[config.mk]
export PLATFORM = sky130hd
export DESIGN_NAME = pstb_refill
export DESIGN_NICKNAME = d
export VERILOG_FILES = /design/src/design/pstb_pkg.sv /design/src/design/pstb_refill.sv
export SDC_FILE = /design/constraint.sdc
export NUM_CORES = 2
export LEC_CHECK = 0
export BUFFER_PORTS_ARGS = -buffer_cell sky130_fd_sc_hd__buf_4
export CAP_MARGIN = 10
export CORE_UTILIZATION = 65
export DETAILED_ROUTE_END_ITERATION = 7
export PLACE_DENSITY = 0.84
export SYNTH_ARGS = -nofsm -noshare
export SYNTH_HDL_FRONTEND = slang
export SYNTH_SLANG_ARGS = --single-unit
[constraint.sdc]
create_clock -name clock -period 16.2 [get_ports clock]
set_input_delay 3.24 -clock clock [delete_from_list [all_inputs] [get_ports clock]]
set_output_delay 3.24 -clock clock [all_outputs]
set_load 0.005 [all_outputs]
[src/design/pstb_pkg.sv]
package pstb_pkg;
   localparam int TABLE_ENTRIES = 64;
   localparam int TOKEN_FRACTION_BITS = 16;
   localparam int IDX_W = (TABLE_ENTRIES > 1) ? $clog2(TABLE_ENTRIES) : 1;
   localparam int CNT_W = $clog2(TABLE_ENTRIES + 2);
   localparam logic [32:0] ONE_TOKEN = 33'(64'd1 << TOKEN_FRACTION_BITS);

   typedef enum logic [1:0] {
      CSR_LIMIT_ENABLE = 2'd0,
      CSR_REFILL_RATE  = 2'd1,
      CSR_BURST_LIMIT  = 2'd2,
      CSR_UNUSED       = 2'd3
   } csr_index_type;

   typedef enum logic [1:0] {
      ST_IDLE,
      ST_SCAN,
      ST_CALC,
      ST_DONE
   } state_type;

   // Search request travelling along the row of cells.
   typedef struct packed {
      logic        active;
      logic        found;
      logic [IDX_W-1:0] hit_idx;
      logic        has_free;
      logic [IDX_W-1:0] free_idx;
      logic [31:0] tokens;
      logic [31:0] stamp;
   } scan_type;

   // Write command broadcast to the cells.
   typedef struct packed {
      logic        we;
      logic [IDX_W-1:0] idx;
      logic        new_key;
      logic [31:0] tokens;
      logic [31:0] stamp;
   } upd_type;
endpackage

[src/design/pstb_refill.sv]
module pstb_refill import pstb_pkg::*; (
   input  logic        clock,
   input  logic [31:0] rate,
   input  logic [31:0] burst,
   input  logic [31:0] tokens,
   input  logic [31:0] stamp,
   input  logic [31:0] now,
   input  logic        load,
   output logic        ok,
   output logic [31:0] left
);
   logic [63:0] prod_ff;
   logic        wrap_ff;
   logic [31:0] tok_ff, burst_ff;
   logic [32:0] refill, total, capped;

   always_ff @(posedge clock) begin
      if (load) begin
         prod_ff <= 64'(now - stamp) * 64'(rate);
         wrap_ff <= now < stamp;
         tok_ff <= tokens;
         burst_ff <= burst;
      end
   end

   always_comb begin
      refill = (wrap_ff || prod_ff > 64'(burst_ff)) ? {1'b0, burst_ff} : {1'b0, prod_ff[31:0]};
      total = {1'b0, tok_ff} + refill;
      capped = (total > {1'b0, burst_ff}) ? {1'b0, burst_ff} : total;
      ok = capped >= ONE_TOKEN;
      left = 32'(capped - ONE_TOKEN);
   end
endmodule

==> flow_summary.json <==
{
  "drt-wirelength-per-cell_um": 21.02,
  "maxSlewViolCount": 0,
  "synth.top_cell.area_share": 0.4728,
  "cts_max_level": 4,
  "timing.critical_path.to_type": "register",
  "syn-instance-count": 5012,
  "antenna_found_initial": 1,
  "synth_enable_flop_cells": 129,
  "synthesis.nets": 6585,
  "detail-route-antenna-nets": 0,
  "worstPathRequired_ns": 16.39,
  "dieArea_um2": 72390,
  "crit_path_max_incr_delay_ns": 0.70,
  "finalNetCount": 6623,
  "final_period_minus_worst_setup_slack_ns": 14.56,
  "hold_end": "tok_ff[10]$_DFFE_PP_",
  "synthesis.area_um2": 46360,
  "cts_repair_resize_count": 0,
  "cp.arrival_ns": 14.76,
  "fin_crit_sh": 0.8990,
  "yosys_most_used_dff": "sky130_fd_sc_hd__edfxtp_1",
  "critical_path_buf_inv_count": 9,
  "vias_in_the_first_global_route": 39360,
  "core_region_area_um2": 70270,
  "yosysWarningCount": 0,
  "cap_violations": 0,
  "fin_tns_setup_ns": 0,
  "post_cts.repair.setup_buffers": 0,
  "crit_path_most_repeated_cell": "sky130_fd_sc_hd__fa_1",
  "layout.cells.most_common": "sky130_fd_sc_hd__inv_1",
  "criticalPathCategory": "input pin to register",
  "clock-sinks": 129,
  "detail_route.wirelength_um": 126200,
  "areaGrowthSynthToFinish_pct": 6.332,
  "route.detailed.drc": 0,
  "dp_hpwl_um": 98510,
  "boundaryPins": 195,
  "track_usage": 0.3729,
  "detail_route.iter0.violations": 3000,
  "crit_path_top_delay_cell": "sky130_fd_sc_hd__fa_1",
  "die-width_um": 269.1,
  "fin_cells": 6004,
  "start_util": 0.6597,
  "synthTopCellsByArea": "sky130_fd_sc_hd__fa_1, sky130_fd_sc_hd__inv_1, sky130_fd_sc_hd__ha_1",
  "detail_route.vias_per_cell": 5.893,
  "clock_tree.root_cell": "sky130_fd_sc_hd__clkbuf_16",
  "cts-buffers-inserted": 17,
  "first_pass_iters": 8,
  "replace_congestion": 0.9660,
  "final_cell_mix": "sky130_fd_sc_hd__inv_1, sky130_fd_sc_hd__fa_1, sky130_fd_sc_hd__nand2_1",
  "yosysTopAreaCell": "sky130_fd_sc_hd__fa_1",
  "path_max_fanout": 32,
  "share_of_layout_cells_above_drive_strength_1": 0.07347,
  "clkTransAtPathRegs_ns": 0.07,
  "rsz0062_at_grt": "false",
  "ys_seq_area_frac": 0.08356,
  "distinct_cell_type_count_of_the_synthesized_netlist": 77,
  "timing.final.setup_violations": 0,
  "vias": 35384,
  "worstSetupStartpointType": "input pin",
  "port_buffers": 194,
  "grt_pass1_wl_um": 203600,
  "die_h_um": 269.1,
  "clock.fmax_mhz": 68.67,
  "post-place-cells": 5971,
  "tightestPinTransition_ns": 1.184,
  "critical-path-top-delay-family": "adder cells",
  "postSynth.asyncResetShare": 0,
  "timing_hold_violations_final": 0,
  "slew_headroom": 0.2067,
  "synth.ff_latch_count": 129,
  "status": "finished, final reports clean",
  "worstHoldPathCells": 1,
  "postSynthAreaPerCell_um2": 9.250,
  "grt_overflow": 0,
  "hold_start": "tokens[10]",
  "cts_stage_hold_buffer_count": 0,
  "core.rowCount": 97,
  "clock_tree_from_tritoncts": "built",
  "maximum_number_of_pins_on_one_net_before_global_route_repair": 80,
  "worstHoldPathType": "input pin to register",
  "clock_path_buffers": 2
}
[routing by layer]
metal  GRT usage  share of wire  wire length, um  vias up
li1            -              -                -    14999
met1      0.4138           0.33            41530    17696
met2      0.6181           0.48            60550     1997
met3     0.07680          0.090            11400      692
met4      0.3157           0.10            12750        0
met5           0              0                0        -
[state kept, by name, summed over array words and instances, names as in the netlist]
register,flops
burst_ff,32
prod_ff,64
tok_ff,32
wrap_ff,1
[Yosys cell counts, types with 16 or more instances]
cell type and number:
sky130_fd_sc_hd__nor4_1 17, sky130_fd_sc_hd__fa_1 1095, sky130_fd_sc_hd__clkbuf_1 207, sky130_fd_sc_hd__a211oi_1 17
sky130_fd_sc_hd__xnor2_1 96, sky130_fd_sc_hd__o21ai_0 72, sky130_fd_sc_hd__nand4_1 27, sky130_fd_sc_hd__o211ai_1 18
sky130_fd_sc_hd__xor2_1 41, sky130_fd_sc_hd__nor2_1 78, sky130_fd_sc_hd__nand3_1 32, sky130_fd_sc_hd__nand2b_1 28
sky130_fd_sc_hd__a21o_1 55, sky130_fd_sc_hd__and2_1 286, sky130_fd_sc_hd__o21bai_1 16, sky130_fd_sc_hd__nor3_1 32
sky130_fd_sc_hd__and3_1 16, sky130_fd_sc_hd__o21a_1 30, sky130_fd_sc_hd__a21oi_1 126, sky130_fd_sc_hd__inv_1 1230
sky130_fd_sc_hd__mux2_2 48, sky130_fd_sc_hd__edfxtp_1 129, sky130_fd_sc_hd__nand2_1 817, sky130_fd_sc_hd__ha_1 316
sky130_fd_sc_hd__nor2b_1 39
[worst max path at each step]
stage / depth (start not counted) / slack [ns] / from / end
after floorplan: 40 / 2.50 / now[0] / prod_ff[60]$_DFFE_PP_
after detailed placement: 40 / 1.31 / now[0] / prod_ff[60]$_DFFE_PP_
after CTS: 40 / 1.74 / now[0] / prod_ff[60]$_DFFE_PP_
final: 40 / 1.64 / now[0] / prod_ff[60]$_DFFE_PP_
after global routing: 40 / 1.04 / now[0] / prod_ff[60]$_DFFE_PP_
after global placement: 40 / 1.50 / now[0] / prod_ff[60]$_DFFE_PP_
[logic make-up (layout without fill, tap and decap cells)]
| group | count (synthesis) | in the layout | share of synthesized area |
|---|---|---|---|
| XOR/XNOR | 137 | 137 | 0.02588 |
| flip-flops | 129 | 129 | 0.08356 |
| AO/OA/AOI/OAI | 414 | 414 | 0.05841 |
| multiplexers | 62 | 62 | 0.01468 |
| AND/OR/NAND/NOR | 1410 | 1410 | 0.1416 |
| adder cells (fa/ha/maj) | 1411 | 1411 | 0.5581 |
| other | 0 | 1 | 0 |
| buffers and inverters | 1449 | 1500 | 0.1177 |
[layout make-up]
class,count,area (um^2)
multi-input cells,3434,37240
fillers,5094,20980
inverters,1231,4621
flip-flops and latches,129,3874
repair buffers,237,1790
well taps,940,1176
clock buffers,17,425.4
clock inverters,15,161.4
diodes,1,2.502
[through the flow]
step	hold slack [ns]	area (um^2)	setup slack, ns	util
after global placement	3.419	48690	1.502	0.6929
after global routing	2.945	49290	1.037	0.7015
after CTS	2.948	49290	1.736	0.7015
after detailed placement	3.419	48710	1.308	0.6931
final	2.962	49290	1.637	0.7015
after floorplan	3.339	46360	2.498	-
Power is left out: the tool's default activity adds up to more than one toggle a clock period on the data nets, which glitch-free logic cannot reach.
