===== src/design/pstb_pkg.sv =====
package pstb_pkg;
   localparam int TABLE_ENTRIES = 64;
   localparam int TOKEN_FRACTION_BITS = 16;
   localparam int IDX_W = (TABLE_ENTRIES > 1) ? $clog2(TABLE_ENTRIES) : 1;
   localparam int CNT_W = $clog2(TABLE_ENTRIES + 2);
   localparam logic [32:0] ONE_TOKEN = 33'(64'd1 << TOKEN_FRACTION_BITS);

   typedef enum logic [1:0] {
      CSR_LIMIT_ENABLE = 2'd0,
      CSR_REFILL_RATE  = 2'd1,
      CSR_BURST_LIMIT  = 2'd2,
      CSR_UNUSED       = 2'd3
   } csr_index_type;

   typedef enum logic [1:0] {
      ST_IDLE,
      ST_SCAN,
      ST_CALC,
      ST_DONE
   } state_type;

   // Search request travelling along the row of cells.
   typedef struct packed {
      logic        active;
      logic        found;
      logic [IDX_W-1:0] hit_idx;
      logic        has_free;
      logic [IDX_W-1:0] free_idx;
      logic [31:0] tokens;
      logic [31:0] stamp;
   } scan_type;

   // Write command broadcast to the cells.
   typedef struct packed {
      logic        we;
      logic [IDX_W-1:0] idx;
      logic        new_key;
      logic [31:0] tokens;
      logic [31:0] stamp;
   } upd_type;
endpackage


===== src/design/pstb_cell.sv =====
module pstb_cell import pstb_pkg::*; (
   input  logic             clock,
   input  logic             reset,
   input  logic [IDX_W-1:0] my_idx,
   input  logic [7:0]       key_fam,
   input  logic [63:0]      key_hi,
   input  logic [63:0]      key_lo,
   input  scan_type         scan_i,
   output scan_type         scan_o,
   input  upd_type          upd
);
   logic        valid_ff;
   logic [7:0]  fam_ff;
   logic [63:0] hi_ff, lo_ff;
   logic [31:0] tok_ff, stamp_ff;
   scan_type    scan_ff, scan_in;
   logic        match;

   assign match = valid_ff && fam_ff == key_fam && hi_ff == key_hi && lo_ff == key_lo;

   always_comb begin
      scan_in = scan_i;
      if (scan_i.active) begin
         if (match && !scan_i.found) begin
            scan_in.found = 1'b1;
            scan_in.hit_idx = my_idx;
            scan_in.tokens = tok_ff;
            scan_in.stamp = stamp_ff;
         end
         if (!valid_ff && !scan_i.has_free) begin
            scan_in.has_free = 1'b1;
            scan_in.free_idx = my_idx;
         end
      end
   end

   always_ff @(posedge clock) begin
      if (reset) begin
         valid_ff <= 1'b0;
         scan_ff.active <= 1'b0;
      end else begin
         scan_ff <= scan_in;
         if (upd.we && upd.idx == my_idx) begin
            valid_ff <= 1'b1;
         end
      end
   end

   always_ff @(posedge clock) begin
      if (upd.we && upd.idx == my_idx) begin
         tok_ff <= upd.tokens;
         stamp_ff <= upd.stamp;
         if (upd.new_key) begin
            fam_ff <= key_fam;
            hi_ff <= key_hi;
            lo_ff <= key_lo;
         end
      end
   end

   assign scan_o = scan_ff;
endmodule


===== config.mk =====
export PLATFORM = sky130hd
export DESIGN_NAME = pstb_cell
export DESIGN_NICKNAME = d
export VERILOG_FILES = /design/src/design/pstb_pkg.sv /design/src/design/pstb_cell.sv
export SDC_FILE = /design/constraint.sdc
export NUM_CORES = 1
export LEC_CHECK = 0
export BUFFER_PORTS_ARGS = -buffer_cell sky130_fd_sc_hd__buf_2
export CAP_MARGIN = 20
export CORE_UTILIZATION = 30
export CTS_CLUSTER_DIAMETER = 30
export DETAILED_ROUTE_END_ITERATION = 7
export PLACE_DENSITY = 0.53
export SLEW_MARGIN = 20
export SYNTH_ARGS = -nofsm -noshare
export SYNTH_HDL_FRONTEND = slang
export SYNTH_SLANG_ARGS = --single-unit

===== constraint.sdc =====
create_clock -name clock -period 14.3 [get_ports clock]
set_input_delay 2.145 -clock clock [delete_from_list [all_inputs] [get_ports clock]]
set_output_delay 2.145 -clock clock [all_outputs]
set_load 0.01 [all_outputs]

==> summary.md, run 1 <==
- **status** complete, no violations
- **reported net switching power** 562 uW
- **drc violations** 0
- **top routing layer in use** met5
- **Power Internal** 2190 uW
- **share of total power in the clock network** 61.4%
- **initial antenna violation count** 7
- **horizontal extent of the die** 195 um
- **number of global-route vias before repair** 7555
- **row cnt** 70
- **source of the worst register-to-register timing path** hi_ff[19]
- **final design area excluding fillers** 0.0162 mm2
- **Worst R2R Setup Slack** 10.46 ns
- **y dimension of the die** 195 um
- **via count** 7059
- **met3 layer wire length in the routed design** 1.92 mm
- **max-capacitance violation count** 0
- **reported leakage power** 0.00631 uW
- **Async SR Flop Fraction** 0%
- **CTS tree** built
- **required time of the critical path** 14.61 ns
- **pin count of the biggest net entering global routing** 85
- **length of routed met2 wiring** 15.0 mm
- **RSZ-0062 raised after global routing** false
- **Fill cells** 3349
- **number of synthesized register bits** 280
- **commonest cells in the netlist** sky130_fd_sc_hd__edfxtp_1 (278), sky130_fd_sc_hd__mux2_2 (58), sky130_fd_sc_hd__xnor2_1 (45), sky130_fd_sc_hd__xor2_1 (41), sky130_fd_sc_hd__inv_1 (39)
- **synthesized area per cell** 17.9 um2
- **TNS Setup** 0 ns
- **maximum net fanout on the critical path** 70
- **type of destination of the critical path** register
- **count of pins on the block boundary** 374
- **cell type with the highest aggregate area in the netlist** sky130_fd_sc_hd__edfxtp_1
- **initial drt markers** 338
- **Initial Utilization** 30.5%
- **Resized cells post-CTS** 0
- **Post-Route M1 WL** 12.4 mm
- **total of buffers placed on input and output ports** 373
- **sequential share of power** 34.1%
- **worst hold-check path type** reg2reg
- **critical path startpoint category** input pin
- **min setup slack post-route** 9.16 ns
- **shortest clock period the worst path allows after layout** 5.14 ns
- **CTS Hold Buffers Added** 0
- **global router's overall resource usage** 15.8%
- **Placeable Area** 0.0366 mm2
- **later-pin clock latency in the skew report** 0.57 ns
- **routed wirelength normalized by instance count** 18.7 um
- **worst hold margin** 0.526 ns
- **number of hold violations in the final report** 0
- **global placer's final weighted congestion** 0.797
- **sum of net half-perimeters after detailed placement** 21.8 mm
- **Post-synth top flop** sky130_fd_sc_hd__edfxtp_1
- **final max-slew violation count** 0
- **final clock period utilization by the worst path** 35.9%
- **number of search-and-repair iterations in the first detailed-routing pass** 4
- **setup violators final** 0
- **global-route wire length before repair** 44.5 mm
- **number of enable flip-flop cells after synthesis** 278
- **share of the core filled with cells** 44.3%
- **register area share after synthesis** 75.0%
- **reg2reg path depth** 8
- **end of the worst register-to-register path** scan_o[44]
- **most common cell in the netlist** sky130_fd_sc_hd__edfxtp_1
- **f_max** 195 MHz
- **Hold Path Cell Cnt** 2
- **clock-pin slew reported for the worst setup and hold paths after clock tree synthesis** 0.04 ns
- **distinct cell type count of the synthesized netlist** 35
- **area fraction of the dominant cell type after synthesis** 74.7%
- **worst slack, placed** 8.50 ns
- **worst endpoint data arrival time** 5.45 ns
- **hold path endpoint** valid_ff
- **remaining number of nets flagged by the antenna check after routing** 0
- **switching share of total power** 20.4%
- **ratio of cells with drive above 1 in the final layout** 49.3%
- **TritonCTS sink count** 280
- **setup fix buffers added after clock tree synthesis** 0
- **count of yosys warnings during synthesis** 0
- **maximum buffer depth of the clock tree** 3
- **critical path launch point** key_lo[40]
- **Max H-tree Level** 3
- **power density relative to cell area** 170 mW/mm2
- **critical setup path kind** in2reg
- **Inserted Clock Buffers** 75
- **combinational share of power** 4.5%
- **highest ir drop seen on vdd** 0.000125 V
- **CTS Root Buffer Type** sky130_fd_sc_hd__clkbuf_16
- **top cells by area, synth** sky130_fd_sc_hd__edfxtp_1 (75%), sky130_fd_sc_hd__mux2_2 (5.8%), sky130_fd_sc_hd__xnor2_1 (3.5%)
- **transition at the pin with the smallest max-transition slack** 1.03 ns
- **worst hold path startpoint** valid_ff
- **DP Area** 0.0136 mm2
- **number of vias per cell** 4.38
- **Syn-to-layout area delta** 45.1%
- **Die ar.** 0.0380 mm2
- **gate count of the mapped netlist** 626
- **post-synth design cell area** 0.0112 mm2
- **wire length reported by the detailed router** 30.2 mm
- **clock skew** 0.0210 ns
- **final net count** 1370
- **GRT overflow** 0
- **worst relative slew slack** 29.6%
- **Post-Synthesis Net Count** 921
==> kinds of logic after synthesis <==
kind of cell | synth area share [%]
flops | 75.0
simple gates | 5.35
xor+xnor | 6.74
mux | 7.65
buf+inv | 2.01
compound gates | 3.22
==> registers in the layout, summed over array words and instances, names as in the netlist <==
register and count:
fam_ff 8, valid_ff 1, lo_ff 64, hi_ff 64
stamp_ff 32, scan_o 79, tok_ff 32
==> worst max-delay path, cell delays in order <==
cell and delay (ns):
sky130_fd_sc_hd__buf_2 0.11, sky130_fd_sc_hd__nor2b_1 0.12, sky130_fd_sc_hd__a2111oi_0 0.89, sky130_fd_sc_hd__nand4_1 0.17
sky130_fd_sc_hd__nor4_1 0.26, sky130_fd_sc_hd__nand4_1 0.24, sky130_fd_sc_hd__nor3_4 0.23, sky130_fd_sc_hd__buf_4 0.78
sky130_fd_sc_hd__mux2_2 0.42
==> cell type report <==
| type | count | area [um2] | area share, % |
|---|---|---|---|
| antenna | 5 | 12.5 | 0.0771 |
| clock buffer | 86 | 1970 | 12.1 |
| clock inverter | 53 | 612 | 3.77 |
| inverter | 39 | 148 | 0.910 |
| multi-input combinational | 300 | 2580 | 15.9 |
| sequential | 280 | 8390 | 51.7 |
| tap | 468 | 586 | 3.61 |
| timing repair buffer | 379 | 1930 | 11.9 |
==> metrics by stage <==
| stage | std cells | total power, uW |
|---|---|---|
| after floorplan | 626 | 996 |
| after global placement | 1465 | 1070 |
| after detailed placement | 1465 | 1080 |
| after CTS | 1604 | 2790 |
| after global routing | 1608 | 2840 |
| final | 1610 | 2750 |
==> cell usage in the layout (no fill, tap or decap), types with 3 or more instances in the layout <==
cell / n
sky130_fd_sc_hd__nand2b_1: 22
sky130_fd_sc_hd__diode_2: 5
sky130_fd_sc_hd__nor4_1: 13
sky130_fd_sc_hd__clkbuf_16: 77
sky130_fd_sc_hd__a2111oi_0: 8
sky130_fd_sc_hd__a221oi_1: 3
sky130_fd_sc_hd__o221ai_1: 3
sky130_fd_sc_hd__clkinvlp_4: 8
sky130_fd_sc_hd__nor2b_1: 28
sky130_fd_sc_hd__bufinv_16: 12
sky130_fd_sc_hd__inv_6: 3
sky130_fd_sc_hd__inv_1: 38
sky130_fd_sc_hd__clkinv_1: 12
sky130_fd_sc_hd__mux2_2: 58
sky130_fd_sc_hd__mux2_1: 18
sky130_fd_sc_hd__clkinv_2: 15
sky130_fd_sc_hd__nor2_1: 5
sky130_fd_sc_hd__clkbuf_1: 8
sky130_fd_sc_hd__nand4_1: 17
sky130_fd_sc_hd__edfxtp_1: 278
sky130_fd_sc_hd__buf_4: 5
sky130_fd_sc_hd__xnor2_1: 45
sky130_fd_sc_hd__buf_2: 373
sky130_fd_sc_hd__o22ai_1: 8
sky130_fd_sc_hd__or4_1: 3
sky130_fd_sc_hd__o2111ai_1: 3
sky130_fd_sc_hd__xor2_1: 41
sky130_fd_sc_hd__o2111a_1: 4
==> power by group through the flow <==
stage               logic (uW)  registers [uW]  clock network, uW
floorplan                 34.0             962                  0
global placement           122             951                  0
detailed placement         125             952                  0
CTS                        125             939               1730
global route               135             940               1770
finish                     123             938               1690
==> layer usage <==
metal | vias up | GRT usage [%]
met5 | - | 0
met4 | 6 | 6.42
met3 | 63 | 5.60
met2 | 242 | 26.0
met1 | 3386 | 18.9
li1 | 3362 | -
==> worst max-delay path by stage <==
stage / to / slack [ns] / cells after the start
2_1_floorplan: fam_ff[0] / 1.59 / 3
3_3_place_gp: scan_o[43] / 8.55 / 9
3_5_place_dp: scan_o[3] / 8.50 / 9
4_1_cts: scan_o[3] / 9.11 / 9
5_1_grt: scan_o[44] / 8.96 / 9
6_report: scan_o[44] / 9.16 / 9
No activity file was read; power rests on OpenSTA's default activity.
==> run 2: changes to the inputs <==
==> constraint.sdc (replaced) <==
create_clock -name clock -period 4.8 [get_ports clock]
set_input_delay 0.72 -clock clock [delete_from_list [all_inputs] [get_ports clock]]
set_output_delay 0.72 -clock clock [all_outputs]
set_load 0.01 [all_outputs]
==> summary.md, run 2 (synthesized netlist as in run 1, its figures left out) <==
- **setup fix buffers added after clock tree synthesis** 0
- **worst hold-check path type** in2reg
- **global router's overall resource usage** 15.8%
- **top routing layer in use** met5
- **setup violators final** 0
- **number of vias per cell** 4.41
- **later-pin clock latency in the skew report** 0.56 ns
- **length of routed met2 wiring** 14.9 mm
- **shortest clock period the worst path allows after layout** 3.23 ns
- **Syn-to-layout area delta** 43.8%
- **initial antenna violation count** 4
- **number of global-route vias before repair** 7586
- **CTS Hold Buffers Added** 0
- **reported leakage power** 0.00624 uW
- **Initial Utilization** 30.5%
- **routed wirelength normalized by instance count** 18.8 um
- **Die ar.** 0.0380 mm2
- **crit path max-delay cell type** sky130_fd_sc_hd__a2111oi_0
- **number of hold violations in the final report** 0
- **critical setup path kind** reg2reg
- **total power** 7870 uW
- **drc violations** 0
- **final max-slew violation count** 0
- **count of pins on the block boundary** 374
- **critical path startpoint category** register
- **met3 layer wire length in the routed design** 1.88 mm
- **power density relative to cell area** 489 mW/mm2
- **initial drt markers** 304
- **global placer's final weighted congestion** 0.796
- **CP top delay family** simple AND/OR/NAND/NOR gates
- **max-capacitance violation count** 0
- **number of search-and-repair iterations in the first detailed-routing pass** 4
- **GRT overflow** 0
- **source of the worst register-to-register timing path** hi_ff[19]
- **Inserted Clock Buffers** 73
- **flip-flop count of the largest register after layout** 79
- **ratio of cells with drive above 1 in the final layout** 48.6%
- **remaining number of nets flagged by the antenna check after routing** 0
- **CTS Root Buffer Type** sky130_fd_sc_hd__clkbuf_16
- **global-route wire length before repair** 44.5 mm
- **transition at the pin with the smallest max-transition slack** 0.723 ns
- **required time of the critical path** 5.11 ns
- **clock-pin slew reported for the worst setup and hold paths after clock tree synthesis** 0.04 ns
- **via count** 7079
- **worst endpoint data arrival time** 3.54 ns
- **TritonCTS sink count** 280
- **worst hold path startpoint** upd[29]
- **row cnt** 70
- **most used cells in the layout excluding fill and tap cells** sky130_fd_sc_hd__buf_2 (373), sky130_fd_sc_hd__edfxtp_1 (278), sky130_fd_sc_hd__clkbuf_16 (76)
- **Cell Chain, Critical Path** nor2b_1 -> a2111oi_0 -> nand4_1 -> nor4_1 -> nand4_1 -> nor3_4 -> buf_12 -> mux2_2
- **Fill cells** 3355
- **Max H-tree Level** 3
- **final clock period utilization by the worst path** 67.3%
- **maximum net fanout on the critical path** 70
- **Resized cells post-CTS** 0
- **worst hold margin** 0.334 ns
- **type of destination of the critical path** register
- **Most common cell on crit path** sky130_fd_sc_hd__nand4_1
- **clock skew** 0.0245 ns
- **share of the core filled with cells** 43.9%
- **critical path launch point** hi_ff[19]
- **wire length reported by the detailed router** 30.1 mm
- **total of buffers placed on input and output ports** 373
- **horizontal extent of the die** 195 um
- **pin count of the biggest net entering global routing** 71
- **RSZ-0062 raised after global routing** false
- **Max stage delay on crit path** 0.67 ns
- **sum of net half-perimeters after detailed placement** 21.9 mm
- **maximum buffer depth of the clock tree** 3
- **Placeable Area** 0.0366 mm2
- **final net count** 1370
- **f_max** 310 MHz
- **CTS tree** built
- **highest ir drop seen on vdd** 0.000484 V
- **most common cell after layout, fill and taps aside** sky130_fd_sc_hd__buf_2
- **status** complete, no violations
- **y dimension of the die** 195 um
- **worst relative slew slack** 50.5%
- **Post-Route M1 WL** 12.7 mm
- **Critical path buffers and inverters** 1
run 2: cell types whose count changed in the layout (fill, tap and decap cells not counted), sizes merged:
cell	before	now
buf	379	381
bufinv	12	8
clkbuf	86	90
clkinv	31	29
clkinvlp	8	4
diode	5	4
inv	41	40
run 2: final cells by class:
class / instances / area [um2] / area share [%]
multi-input combinational: 300 / 2600 / 16.2
antenna: 4 / 10.0 / 0.0622
tap: 468 / 586 / 3.64
clock buffer: 90 / 1970 / 12.3
timing repair buffer: 381 / 1950 / 12.1
sequential: 280 / 8390 / 52.2
clock inverter: 42 / 422 / 2.62
inverter: 39 / 146 / 0.910
run 2: report_power, final:
group | switching (uW) | internal (uW) | total [uW] | leakage [uW]
sequential | 20.1 | 2780 | 2800 | 0.00258
clock | 1390 | 3300 | 4700 | 0.00117
combinational | 185 | 186 | 371 | 0.00250
total | 1600 | 6270 | 7870 | 0.00624
run 2: stage by stage:
step | setup slack, ns | setup TNS (ns) | instances | instance area [um2]
2_1_floorplan | -0.690 | -93.88 | 626 | 11200
3_3_place_gp | 1.05 | 0 | 1468 | 13700
3_5_place_dp | 1.05 | 0 | 1468 | 13700
4_1_cts | 1.55 | 0 | 1600 | 16100
5_1_grt | 1.38 | 0 | 1602 | 16100
6_report | 1.57 | 0 | 1604 | 16100
run 2: worst paths after layout:
path	endpoint	slack, ns	depth (start not counted)
max	scan_o[48]	1.57	8
min	stamp_ff[29]	0.33	1
max reg2reg	scan_o[48]	1.57	8
min reg2reg	valid_ff	0.50	2
run 2: layer usage:
layer,GRT usage [%],up-vias
li1,-,3349
met1,19.2,3408
met2,25.8,252
met3,5.39,68
met4,6.39,2
met5,0,-
==> run 3: changes to the inputs <==
--- a/config.mk
+++ b/config.mk
@@ -10,7 +10,7 @@
 export CORE_UTILIZATION = 30
 export CTS_CLUSTER_DIAMETER = 30
 export DETAILED_ROUTE_END_ITERATION = 7
-export PLACE_DENSITY = 0.53
+export PLACE_DENSITY = 0.55
 export SLEW_MARGIN = 20
 export SYNTH_ARGS = -nofsm -noshare
 export SYNTH_HDL_FRONTEND = slang
==> constraint.sdc (replaced) <==
create_clock -name clock -period 2.6 [get_ports clock]
set_input_delay 0.39 -clock clock [delete_from_list [all_inputs] [get_ports clock]]
set_output_delay 0.39 -clock clock [all_outputs]
set_load 0.01 [all_outputs]
==> summary.md, run 3 (synthesized netlist as in run 1, its figures left out) <==
- **final clock period utilization by the worst path** 110%
- **max-capacitance violation count** 0
- **worst slack, placed** -0.567 ns
- **most used cells in the layout excluding fill and tap cells** sky130_fd_sc_hd__buf_2 (373), sky130_fd_sc_hd__edfxtp_1 (278), sky130_fd_sc_hd__dlygate4sd3_1 (118)
- **pin count of the biggest net entering global routing** 60
- **met3 layer wire length in the routed design** 2.03 mm
- **wire length reported by the detailed router** 31.3 mm
- **number of global-route vias before repair** 8657
- **shortest clock period the worst path allows after layout** 2.85 ns
- **sum of net half-perimeters after detailed placement** 22.2 mm
- **ratio of cells with drive above 1 in the final layout** 49.7%
- **DP Area** 0.0146 mm2
- **global-route wire length before repair** 47.4 mm
- **number of search-and-repair iterations in the first detailed-routing pass** 4
- **length of routed met2 wiring** 15.6 mm
- **later-pin clock latency in the skew report** 0.56 ns
- **share of the core filled with cells** 50.4%
- **transition at the pin with the smallest max-transition slack** 0.534 ns
- **initial drt markers** 370
- **critical path startpoint category** register
- **initial antenna violation count** 7
- **worst endpoint data arrival time** 3.16 ns
- **GRT overflow** 0
- **number of hold violations in the final report** 0
- **highest ir drop seen on vdd** 0.000496 V
- **remaining number of nets flagged by the antenna check after routing** 0
- **TritonCTS sink count** 280
- **flip-flop count of the largest register after layout** 79
- **y dimension of the die** 195 um
- **maximum buffer depth of the clock tree** 3
- **min setup slack post-route** -0.249 ns
- **final max-slew violation count** 0
- **drc violations** 0
- **worst hold-check path type** in2reg
- **maximum net fanout on the critical path** 13
- **global router's overall resource usage** 16.6%
- **top routing layer in use** met5
- **f_max** 351 MHz
- **status** complete, but fails checks
- **required time of the critical path** 2.91 ns
- **Inserted Clock Buffers** 72
- **Die ar.** 0.0380 mm2
- **most common cell after layout, fill and taps aside** sky130_fd_sc_hd__buf_2
- **CTS Root Buffer Type** sky130_fd_sc_hd__clkbuf_16
- **power density relative to cell area** 842 mW/mm2
- **Max H-tree Level** 3
- **total of buffers placed on input and output ports** 373
- **via count** 7827
- **count of pins on the block boundary** 374
- **Initial Utilization** 30.5%
- **global placer's final weighted congestion** 0.815
- **CTS tree** built
- **clock skew** 0.0156 ns
- **TNS Setup** -15.67 ns
- **type of destination of the critical path** register
- **reported leakage power** 0.00745 uW
- **worst relative slew slack** 64.2%
- **setup violators final** 70
- **number of vias per cell** 4.35
- **row cnt** 70
- **RSZ-0062 raised after global routing** true
- **violated checks** setup timing
- **routed wirelength normalized by instance count** 17.4 um
- **Post-Route M1 WL** 12.9 mm
- **final design area excluding fillers** 0.0185 mm2
- **Syn-to-layout area delta** 65.1%
- **horizontal extent of the die** 195 um
- **Placeable Area** 0.0366 mm2
- **final net count** 1564
- **critical setup path kind** reg2reg
- **clock-pin slew reported for the worst setup and hold paths after clock tree synthesis** 0.04 ns
## run 3: cell count changes in the layout (fill, tap and decap cells not counted), sizes merged
| cell | delta |
|---|---|
| clkbuf | +1 |
| clkinv | -7 |
| bufinv | +6 |
| clkinvlp | +4 |
| inv | -2 |
| dlygate4sd3 | +118 |
| diode | -1 |
| buf | +77 |
## run 3: area by class of cell
type / count / area (um2)
Tap cell: 468 / 586
Multi-Input combinational cell: 300 / 2900
Fill cell: 3149 / 18100
Timing Repair Buffer: 576 / 3820
Sequential cell: 280 / 8390
Antenna cell: 3 / 7.51
Clock inverter: 43 / 599
Clock buffer: 91 / 2010
Inverter: 39 / 148
## run 3: repair_timing
item / 4_1_cts / 5_1_grt
setup buffers: 1 / 1
hold endpoints to repair: 118 / 0
gates resized for setup: 12 / 0
setup endpoints to repair: 70 / 70
hold buffers: 118 / 0
pin swaps: 1 / 0
## run 3: layer usage
layer / vias up / track usage, %
li1: 3738 / -
met1: 3752 / 19.5
met2: 276 / 27.6
met3: 57 / 5.04
met4: 4 / 8.31
met5: - / 0
## run 3: final timing paths
check / slack (ns) / startpoint / end / cells past startpoint
setup / recovery: -0.25 / hi_ff[6] / scan_o[57] / 9
hold / removal: 0.04 / key_lo[53] / lo_ff[53] / 1
setup reg to reg: -0.25 / hi_ff[6] / scan_o[57] / 9
hold reg to reg: 0.54 / tok_ff[24] / scan_o[56] / 1
## run 3: worst max-delay path, stage by stage (launching register included)
cell                       delay, ns
sky130_fd_sc_hd__edfxtp_1       0.37
sky130_fd_sc_hd__xnor2_1        0.16
sky130_fd_sc_hd__nand4_1        0.18
sky130_fd_sc_hd__or4_1          0.52
sky130_fd_sc_hd__nor4_1         0.18
sky130_fd_sc_hd__nand4_1        0.20
sky130_fd_sc_hd__nor3_4         0.26
sky130_fd_sc_hd__buf_12         0.20
sky130_fd_sc_hd__buf_12         0.17
sky130_fd_sc_hd__mux2_4         0.31
## run 3: power breakdown
| part | internal (uW) | switching, uW |
|---|---|---|
| Combinational | 537 | 387 |
| Sequential | 5120 | 38.4 |
| Clock | 6820 | 2650 |
| Total | 12500 | 3070 |
## run 3: stage by stage
| stage | cells | hold slack (ns) | total power (uW) |
|---|---|---|---|
| floorplan | 626 | 0.457 | 5520 |
| global placement | 1543 | 0.527 | 6010 |
| detailed placement | 1543 | 0.534 | 6020 |
| CTS | 1796 | 0.000283 | 15800 |
| global route | 1799 | 0.00963 | 16100 |
| finish | 1800 | 0.0367 | 15500 |
